`src/hdl/kat_pkg.sv`:
```
// Shared types and constants of the key-to-action state tracker.
package kat_pkg;

    // Default sizes of the binding table
    localparam int DEF_MAX_ACTIONS     = 16;
    localparam int DEF_KEYS_PER_ACTION = 4;
    localparam int DEF_KEY_CODE_BITS   = 9;

    // Field widths of the stream payloads
    localparam int KIND_W = 3;
    localparam int KEY_W  = 9;
    localparam int ACT_W  = 4;
    localparam int MASK_W = 16;

    // Input transaction kinds
    localparam logic [KIND_W-1:0] KIND_CLEAR   = 3'd0;
    localparam logic [KIND_W-1:0] KIND_BIND    = 3'd1;
    localparam logic [KIND_W-1:0] KIND_PRESS   = 3'd2;
    localparam logic [KIND_W-1:0] KIND_RELEASE = 3'd3;
    localparam logic [KIND_W-1:0] KIND_TICK    = 3'd4;

    // Operations of the row update unit
    typedef enum logic [1:0] {
        ROP_BIND    = 2'd0,
        ROP_PRESS   = 2'd1,
        ROP_RELEASE = 2'd2,
        ROP_TICK    = 2'd3
    } t_row_op;

    // Row status reported back to the sequencer
    typedef struct packed {
        logic hit;          // some in-use slot holds the key
        logic held_any;     // OR of the updated held flags
        logic pressed_any;  // OR of the updated pressed flags
        logic full;         // every slot of the row is in use
    } t_row_stat;

endpackage

```
`src/hdl/kat_row_mem.sv`:
```
// Binding table memory: one row per action, registered read.
module kat_row_mem #(
    parameter int DW    = 8,
    parameter int DEPTH = 16,
    parameter int AW    = 4
) (
    input  logic          i_clk,
    input  logic          i_we,
    input  logic [AW-1:0] i_waddr,
    input  logic [DW-1:0] i_wdata,
    input  logic [AW-1:0] i_raddr,
    output logic [DW-1:0] o_rdata
);

    logic [DW-1:0] r_mem [DEPTH];
    logic [DW-1:0] r_rdata;

    // Write one row
    always_ff @(posedge i_clk) begin
        if (i_we) begin
            r_mem[i_waddr] <= i_wdata;
        end
    end

    // Read one row, data valid the next cycle
    always_ff @(posedge i_clk) begin
        r_rdata <= r_mem[i_raddr];
    end

    assign o_rdata = r_rdata;

endmodule

```
`src/hdl/kat_row_unit.sv`:
```
// Row update unit: compares the key against every slot of one row and updates its flags.
module kat_row_unit #(
    parameter int KEYS_PER_ACTION = 4,
    parameter int KB              = 9,
    parameter int CB              = 3
) (
    input  logic [KEYS_PER_ACTION*(KB+2)+CB-1:0] i_row,
    input  logic [CB-1:0]                        i_count,
    input  logic [KB-1:0]                        i_key,
    input  kat_pkg::t_row_op                     i_op,
    output logic [KEYS_PER_ACTION*(KB+2)+CB-1:0] o_row,
    output kat_pkg::t_row_stat                   o_stat
);

    localparam int SW = KB + 2;
    localparam int K  = KEYS_PER_ACTION;

    always_comb begin
        logic          in_use;
        logic          match;
        logic [SW-1:0] slot;
        o_row               = i_row;
        o_stat.hit          = 1'b0;
        o_stat.held_any     = 1'b0;
        o_stat.pressed_any  = 1'b0;
        o_stat.full         = (i_count >= CB'(K));
        // Count field: advance on an append, keep otherwise
        if (i_op == kat_pkg::ROP_BIND) begin
            o_row[K*SW +: CB] = i_count + CB'(1);
        end else begin
            o_row[K*SW +: CB] = i_count;
        end
        // Update each slot on its own
        for (int s = 0; s < K; s++) begin
            slot   = i_row[s*SW +: SW];
            in_use = (CB'(s) < i_count);
            match  = in_use && (slot[KB-1:0] == i_key);
            unique case (i_op)
                kat_pkg::ROP_BIND: begin
                    if (CB'(s) == i_count) begin
                        slot = {2'b00, i_key};
                    end
                end
                kat_pkg::ROP_PRESS: begin
                    if (match) begin
                        slot[KB]   = 1'b1;
                        slot[KB+1] = 1'b1;
                    end
                end
                kat_pkg::ROP_RELEASE: begin
                    if (match) begin
                        slot[KB]   = 1'b0;
                        slot[KB+1] = 1'b0;
                    end
                end
                kat_pkg::ROP_TICK: begin
                    slot[KB+1] = 1'b0;
                end
                default: begin
                end
            endcase
            o_row[s*SW +: SW] = slot;
            o_stat.hit         = o_stat.hit | match;
            o_stat.held_any    = o_stat.held_any | (in_use & slot[KB]);
            o_stat.pressed_any = o_stat.pressed_any | (in_use & slot[KB+1]);
        end
    end

endmodule

```
`src/hdl/key_to_action_state_tracker_unit.sv`:
```
// Top level of the key-to-action state tracker: sequencer, action flags and stream ports.
//
// Maps raw key transactions onto logical actions and returns the held and pressed
// masks of actions 0..15 for every input transaction, bind_error in tuser. The binding
// table sits in a memory with one row per action (slot count and every slot's key,
// held and pressed flags), read and written back through separate row ports by one
// shared row update unit. A press, release or frame tick walks all rows, one per cycle,
// and then gives its result; a bind reads and updates its own row and then gives its
// result; a clear and an unused kind give theirs without a row access. The input is
// ready again in the cycle after the result is loaded. It takes a new transaction
// only while the sequencer is idle, and a finished result waits in the output
// register without holding up the next input. Reset and clear take effect at once
// through per-row valid bits, with no sweep of the memory.
module key_to_action_state_tracker_unit #(
    parameter int MAX_ACTIONS     = kat_pkg::DEF_MAX_ACTIONS,
    parameter int KEYS_PER_ACTION = kat_pkg::DEF_KEYS_PER_ACTION,
    parameter int KEY_CODE_BITS   = kat_pkg::DEF_KEY_CODE_BITS
) (
    input  logic        i_clk,
    input  logic        i_rst_n,
    input  logic        i_s_axis_tvalid,
    output logic        o_s_axis_tready,
    input  logic [15:0] i_s_axis_tdata,   // key_code[8:0], action_id[12:9], zeros[15:13]
    input  logic [2:0]  i_s_axis_tuser,   // kind[2:0]
    output logic        o_m_axis_tvalid,
    input  logic        i_m_axis_tready,
    output logic [31:0] o_m_axis_tdata,   // held_mask[15:0], pressed_mask[31:16]
    output logic [0:0]  o_m_axis_tuser    // bind_error[0]
);

    localparam int KB = (KEY_CODE_BITS < kat_pkg::KEY_W) ? KEY_CODE_BITS : kat_pkg::KEY_W;
    localparam int SW = KB + 2;
    localparam int CB = $clog2(KEYS_PER_ACTION + 1);
    localparam int RW = KEYS_PER_ACTION * SW + CB;
    localparam int AW = (MAX_ACTIONS > 1) ? $clog2(MAX_ACTIONS) : 1;
    localparam int MW = kat_pkg::MASK_W;

    typedef enum logic [3:0] {
        S_IDLE  = 4'b0001,
        S_BIND  = 4'b0010,
        S_SWEEP = 4'b0100,
        S_DONE  = 4'b1000
    } t_state;

    t_state                    r_state, n_state;
    logic [kat_pkg::KIND_W-1:0] r_kind;
    logic [KB-1:0]             r_key;
    logic [kat_pkg::ACT_W-1:0] r_act;
    logic [AW-1:0]             r_idx;
    logic                      r_err;
    logic [MAX_ACTIONS-1:0]    r_row_vld;
    logic [MAX_ACTIONS-1:0]    r_act_held;
    logic [MAX_ACTIONS-1:0]    r_act_pressed;
    logic                      r_out_vld;
    logic [MW-1:0]             r_out_held;
    logic [MW-1:0]             r_out_pressed;
    logic                      r_out_err;

    logic                      accept;
    logic                      load;
    logic                      last_row;
    logic                      bind_ok;
    logic [kat_pkg::KIND_W-1:0] in_kind;
    logic [kat_pkg::ACT_W-1:0] in_act;
    logic [AW+kat_pkg::ACT_W-1:0] in_act_ext;
    logic [AW+kat_pkg::ACT_W-1:0] r_act_ext;
    logic [AW-1:0]             in_act_addr;
    logic [AW-1:0]             act_addr;
    logic [AW-1:0]             cur_addr;
    logic [AW-1:0]             rd_addr;
    logic [RW-1:0]             rd_row;
    logic [RW-1:0]             new_row;
    logic [CB-1:0]             cur_count;
    logic                      cur_vld;
    logic                      mem_we;
    kat_pkg::t_row_op          row_op;
    kat_pkg::t_row_stat        row_stat;
    logic [MAX_ACTIONS+MW-1:0] held_ext;
    logic [MAX_ACTIONS+MW-1:0] pressed_ext;

    // Decode the input transaction
    assign in_kind     = i_s_axis_tuser;
    assign in_act      = i_s_axis_tdata[kat_pkg::KEY_W +: kat_pkg::ACT_W];
    assign in_act_ext  = {{AW{1'b0}}, in_act};
    assign in_act_addr = in_act_ext[AW-1:0];
    assign r_act_ext   = {{AW{1'b0}}, r_act};
    assign act_addr    = r_act_ext[AW-1:0];
    assign bind_ok     = (32'(in_act) < 32'(MAX_ACTIONS));

    assign o_s_axis_tready = (r_state == S_IDLE);
    assign accept          = i_s_axis_tvalid && o_s_axis_tready;
    assign load            = (r_state == S_DONE) && (!r_out_vld || i_m_axis_tready);
    assign last_row        = (r_idx == AW'(MAX_ACTIONS - 1));

    // Select the row being read and the row being updated
    always_comb begin
        cur_addr = (r_state == S_BIND) ? act_addr : r_idx;
        if (r_state == S_IDLE) begin
            rd_addr = (in_kind == kat_pkg::KIND_BIND) ? in_act_addr : '0;
        end else if (r_state == S_SWEEP) begin
            rd_addr = r_idx + AW'(1);
        end else begin
            rd_addr = r_idx;
        end
    end

    assign cur_vld   = r_row_vld[cur_addr];
    assign cur_count = cur_vld ? rd_row[KEYS_PER_ACTION*SW +: CB] : '0;

    // Pick the row operation from the stored kind
    always_comb begin
        unique case (r_kind)
            kat_pkg::KIND_BIND:    row_op = kat_pkg::ROP_BIND;
            kat_pkg::KIND_PRESS:   row_op = kat_pkg::ROP_PRESS;
            kat_pkg::KIND_RELEASE: row_op = kat_pkg::ROP_RELEASE;
            default:               row_op = kat_pkg::ROP_TICK;
        endcase
    end

    assign mem_we = ((r_state == S_BIND) && !row_stat.full) ||
                    ((r_state == S_SWEEP) && cur_vld);

    kat_row_mem #(
        .DW    (RW),
        .DEPTH (MAX_ACTIONS),
        .AW    (AW)
    ) u_mem (
        .i_clk   (i_clk),
        .i_we    (mem_we),
        .i_waddr (cur_addr),
        .i_wdata (new_row),
        .i_raddr (rd_addr),
        .o_rdata (rd_row)
    );

    kat_row_unit #(
        .KEYS_PER_ACTION (KEYS_PER_ACTION),
        .KB              (KB),
        .CB              (CB)
    ) u_row (
        .i_row   (rd_row),
        .i_count (cur_count),
        .i_key   (r_key),
        .i_op    (row_op),
        .o_row   (new_row),
        .o_stat  (row_stat)
    );

    // Sequencer next state
    always_comb begin
        n_state = r_state;
        unique case (r_state)
            S_IDLE: begin
                if (accept) begin
                    unique case (in_kind) inside
                        kat_pkg::KIND_BIND: n_state = bind_ok ? S_BIND : S_DONE;
                        kat_pkg::KIND_PRESS, kat_pkg::KIND_RELEASE,
                        kat_pkg::KIND_TICK: n_state = S_SWEEP;
                        default:            n_state = S_DONE;
                    endcase
                end
            end
            S_BIND: begin
                n_state = S_DONE;
            end
            S_SWEEP: begin
                if (last_row) begin
                    n_state = S_DONE;
                end
            end
            S_DONE: begin
                if (load) begin
                    n_state = S_IDLE;
                end
            end
            default: n_state = S_IDLE;
        endcase
    end

    // Hold the transaction, walk the rows and update the action flags
    always_ff @(posedge i_clk) begin
        if (!i_rst_n) begin
            r_state       <= S_IDLE;
            r_idx         <= '0;
            r_err         <= 1'b0;
            r_row_vld     <= '0;
            r_act_held    <= '0;
            r_act_pressed <= '0;
        end else begin
            r_state <= n_state;
            unique case (r_state)
                S_IDLE: begin
                    if (accept) begin
                        r_kind <= in_kind;
                        r_key  <= i_s_axis_tdata[KB-1:0];
                        r_act  <= in_act;
                        r_idx  <= '0;
                        r_err  <= 1'b0;
                        if (in_kind == kat_pkg::KIND_CLEAR) begin
                            r_row_vld     <= '0;
                            r_act_held    <= '0;
                            r_act_pressed <= '0;
                        end
                        if (in_kind == kat_pkg::KIND_TICK) begin
                            r_act_pressed <= '0;
                        end
                    end
                end
                S_BIND: begin
                    if (row_stat.full) begin
                        r_err <= 1'b1;
                    end else begin
                        r_row_vld[act_addr] <= 1'b1;
                    end
                end
                S_SWEEP: begin
                    if (cur_vld && row_stat.hit) begin
                        if (row_op == kat_pkg::ROP_PRESS) begin
                            r_act_held[r_idx]    <= 1'b1;
                            r_act_pressed[r_idx] <= 1'b1;
                        end else if (row_op == kat_pkg::ROP_RELEASE) begin
                            r_act_held[r_idx]    <= row_stat.held_any;
                            r_act_pressed[r_idx] <= row_stat.pressed_any;
                        end
                    end
                    if (!last_row) begin
                        r_idx <= r_idx + AW'(1);
                    end
                end
                S_DONE: begin
                end
                default: begin
                end
            endcase
        end
    end

    // Widen the flags so the low mask bits exist at any action count
    assign held_ext    = {{MW{1'b0}}, r_act_held};
    assign pressed_ext = {{MW{1'b0}}, r_act_pressed};

    // Output register: load a finished result, drop it when taken
    always_ff @(posedge i_clk) begin
        if (!i_rst_n) begin
            r_out_vld <= 1'b0;
        end else if (load) begin
            r_out_vld <= 1'b1;
        end else if (i_m_axis_tready) begin
            r_out_vld <= 1'b0;
        end
    end

    always_ff @(posedge i_clk) begin
        if (load) begin
            r_out_held    <= held_ext[MW-1:0];
            r_out_pressed <= pressed_ext[MW-1:0];
            r_out_err     <= r_err;
        end
    end

    assign o_m_axis_tvalid   = r_out_vld;
    assign o_m_axis_tdata    = {r_out_pressed, r_out_held};
    assign o_m_axis_tuser[0] = r_out_err;

    // An accepted transaction always leaves the idle state
    a_accept_busy: assert property (@(posedge i_clk) disable iff (!i_rst_n)
        accept |=> (r_state != S_IDLE))
        else $error("sequencer stayed idle after accepting a transaction");

    // The row walk never runs past the last action
    a_idx_range: assert property (@(posedge i_clk) disable iff (!i_rst_n)
        (r_state == S_SWEEP) |-> (32'(r_idx) < 32'(MAX_ACTIONS)))
        else $error("row index beyond the action count");

    // A pressed action is always also held
    a_pressed_held: assert property (@(posedge i_clk) disable iff (!i_rst_n)
        ((r_act_pressed & ~r_act_held) == '0))
        else $error("action pressed without being held");

endmodule
```
`config.mk`:
```
export PLATFORM = sky130hd
export DESIGN_NAME = key_to_action_state_tracker_unit
export DESIGN_NICKNAME = d
export VERILOG_FILES = /design/src/hdl/kat_pkg.sv /design/src/hdl/kat_row_mem.sv /design/src/hdl/kat_row_unit.sv /design/src/hdl/key_to_action_state_tracker_unit.sv
export SDC_FILE = /design/constraint.sdc
export NUM_CORES = 1
export LEC_CHECK = 0
export BUFFER_PORTS_ARGS = -buffer_cell sky130_fd_sc_hd__buf_2
export CAP_MARGIN = 25
export CORE_MARGIN = 1
export CORE_UTILIZATION = 40
export DETAILED_ROUTE_END_ITERATION = 12
export PLACE_DENSITY_LB_ADDON = 0.25
export SYNTH_ARGS = -nofsm -noshare
export SYNTH_HDL_FRONTEND = slang
export SYNTH_SLANG_ARGS = --single-unit
```
`constraint.sdc`:
```
create_clock -name i_clk -period 7.5 [get_ports i_clk]
set_input_delay 1.5 -clock i_clk [delete_from_list [all_inputs] [get_ports i_clk]]
set_output_delay 1.5 -clock i_clk [all_outputs]
set_load 0.005 [all_outputs]
```
==> impl_results.md <==
- Postcts setup bufs: 0
- Yosys top cell area share: 0.652
- Final Util: 0.458
- Root buffer cell: clkbuf_16
- Hpwl dp: 45.3 mm
- Vias in the first global route: 21800
- Initial cell density of the core: 0.403
- Setup TNS: 0 ns
- Post-synthesis area per instance: 13.6 um^2
- FMAX: a little under 200 MHz
- Min-delay worst type: reg -> reg
- Max cap viols: 0
- Synth cell types: 76
- Sw power: around 2300 uW
- Max-Slew Margin vs Limit: 0.190
- GP Congestion: 0.842
- Post-cts resize count: 0
- Multi-input gate area in the final layout: 0.00998 mm^2
- Cell leakage power: 0.0134 uW
- Clock transition at path regs: roughly 0.060 ns
- Die ar.: 0.0935 mm^2
- Top FF cell, synth: edfxtp_1
- Die height: 306 um
- Synth top cells by count: 801 x edfxtp_1, 443 x nand2_1, 235 x a211oi_1, 192 x and2_1, 135 x clkbuf_1
- Worst-Margin Slew: 1.21 ns
- Initial antenna violation count: 0
- Switching Share: 0.210
- Peak supply drop: 219 uV
- Diode count: 0
- Largest net degree at the start of global routing: 219
- Site Rows: 111
- Register area share after synthesis: 0.709
- Via count: roughly 23000
- Die X: about 310 um
- Global route overflow: 0
- Max Slew Vio Count: 0
- WL per Instance: roughly 23 um
- Final Instance Area: 0.0419 mm^2
- Design Power: around 11000 uW
- Via density: 5.69
- IO buf count: 54
- Clock buffer count from CTS: 93
- Count leader, synth: edfxtp_1
- Synth area leaders: edfxtp_1 65%, dfxtp_1 5.7%, a211oi_1 4.8%
- Bufs on Longest Clock Path: 3
- First-pass GRT wire length: 135 mm
- Net Count, Synth: 2752
- Post-layout min period: 5.18 ns
- P&R area growth vs syn: 13.6%
- Final Cycle Share: 0.691
- Share of total power in the clock network: 0.450
- Met2 WL: 42.3 mm
- Unrepaired setup endpoints after global routing: false
- Outcome: finished clean
- Type of destination of the critical path: flip-flop
- Logic gate share of total power: 0.043
- Final hold viol count: 0
- M1 WL: 40.9 mm
- Post-synthesis async set-or-reset flop share: 0
- EDFF count, synth: 801
- Cell area after synthesis: 0.0369 mm^2
- Post-synthesis register bit count: 906
- Synthesized instance count: 2721
- Hold Buf Count CTS: 0
- Worst EP required: 7.99 ns
- Clock latency on the worst-skew pair: just under 0.7 ns
- Ys Warns: 0
- Share of post-route cells with drive strength above 1: 0.123
- Internal power: 8720 uW
- Worst Skew: 0.0428 ns
- DR iter-0 viols: slightly below 2000
- 1st-pass router iterations: 6
- Sink Count: roughly 910
- PwrDens: 264 mW/mm^2
- Met3 Wirelength: 4.90 mm
- Top layer in use: met4
- CP arrival: 5.67 ns
- Dominant cell type by area after synthesis: edfxtp_1
- Gr usage total: 0.190
- Worst setup path class: reg -> reg
- Share of total power in sequential cells: 0.506
- Final setup violating endpoints: 0
- CTS tree: done
- Layout fillers: 7884
- Core area: 0.0915 mm^2
- Nets: 2747
- Fin cells: 3980
- Max H-tree Level: 3
- DRT antenna net count: 0
- Max Fanout on Critical Path: 16
- Placed cell area: 0.0384 mm^2
- Total routed wirelength: 90.1 mm
- Setup crit start kind: flip-flop
- Placed Cells: around 3800
- DRC errors left: 0
- Storage cell area: 0.0262 mm^2
- Ports: 58
-- critical path, cell delays in order (launching register included) --
cell and delay, ns:
dfxtp_1 0.39, or4b_1 0.81, mux2i_1 0.22, a21oi_1 0.16, a222oi_1 0.11, buf_4 0.19, or2_2 0.45, nand2_1 0.19
ha_1 0.28, o21ai_0 0.12, nand3_1 0.10, o221ai_1 0.11, a2111oi_0 0.61, buf_1 0.25, a21oi_1 0.08, o21ai_2 0.74
o21ai_0 0.20
-- worst paths after layout --
kind	startpoint	slack, ns	endpoint	depth (start not counted)
max	r_state[3]	2.32	r_act_pressed[15]	16
min	r_err	0.43	o_m_axis_tuser	0
max reg2reg	r_state[3]	2.32	r_act_pressed[15]	16
min reg2reg	r_err	0.43	o_m_axis_tuser	0
-- placed cells by master, fill, tap and decap left out, drive strengths merged, types with 10 or more instances in the layout --
master,n
mux2i,15
mux2,36
nor2b,10
inv,20
dfxtp,105
clkinv,23
xnor2,11
xor2,29
edfxtp,801
buf,105
a21oi,114
clkbuf,123
o21ai,69
a31oi,97
o211ai,17
nand2,443
nand4,20
nand3,23
a22o,16
a311oi,94
and2,192
bufinv,17
nor2,52
a41oi,17
a211oi,237
nor3,17
-- flip-flops by register name, indices dropped and copies added, names as in the netlist --
register	cells
act_addr	4
r_act_pressed	16
r_out_pressed	16
r_err	1
o_m_axis_tvalid	1
r_idx	4
o_m_axis_tuser	1
r_key	9
r_out_held	16
u_mem.o_rdata	47
r_act_held	16
r_state	4
r_row_vld	16
r_kind	3
u_mem.r_mem	752
-- routing by layer --
layer  vias up  GRT usage
met1     11400      0.270
met3       139     0.0318
met5         -          0
met4         0     0.0570
li1      10500          -
met2       642      0.300
-- final cells by class --
type	instances	share of cell area
inverter	13	0.00116
clock inverter	50	0.0189
timing repair buffer	105	0.0210
sequential	906	0.624
tap	1186	0.0354
multi-input combinational	1597	0.238
clock buffer	123	0.0614
-- metrics by stage --
| stage | setup WS [ns] | hold slack (ns) |
|---|---|---|
| after floorplan | 2.71 | 0.402 |
| after global placement | 2.11 | 0.419 |
| after detailed placement | 2.49 | 0.418 |
| after CTS | 2.43 | 0.435 |
| after global routing | 2.12 | 0.442 |
| final | 2.32 | 0.434 |
-- logic make-up (layout without fill, tap and decap cells) --
family	count (synthesis)	after routing	share of synthesized area
mux	51	51	0.0151
compound gates	699	699	0.136
xor+xnor	40	40	0.00949
flops	906	906	0.709
buf+inv	218	291	0.0256
fa+ha+maj	8	8	0.00271
simple gates	799	799	0.103
-- power by group through the flow --
| stage | combinational (uW) | sequential (uW) | clock, uW |
|---|---|---|---|
| after floorplan | 339 | 5680 | 0 |
| after global placement | 455 | 5700 | 0 |
| final | 480 | 5600 | 4970 |
| after global routing | 527 | 5600 | 5270 |
| after CTS | 478 | 5590 | 5060 |
| after detailed placement | 476 | 5700 | 0 |
Power figures use the tool's default switching activity.
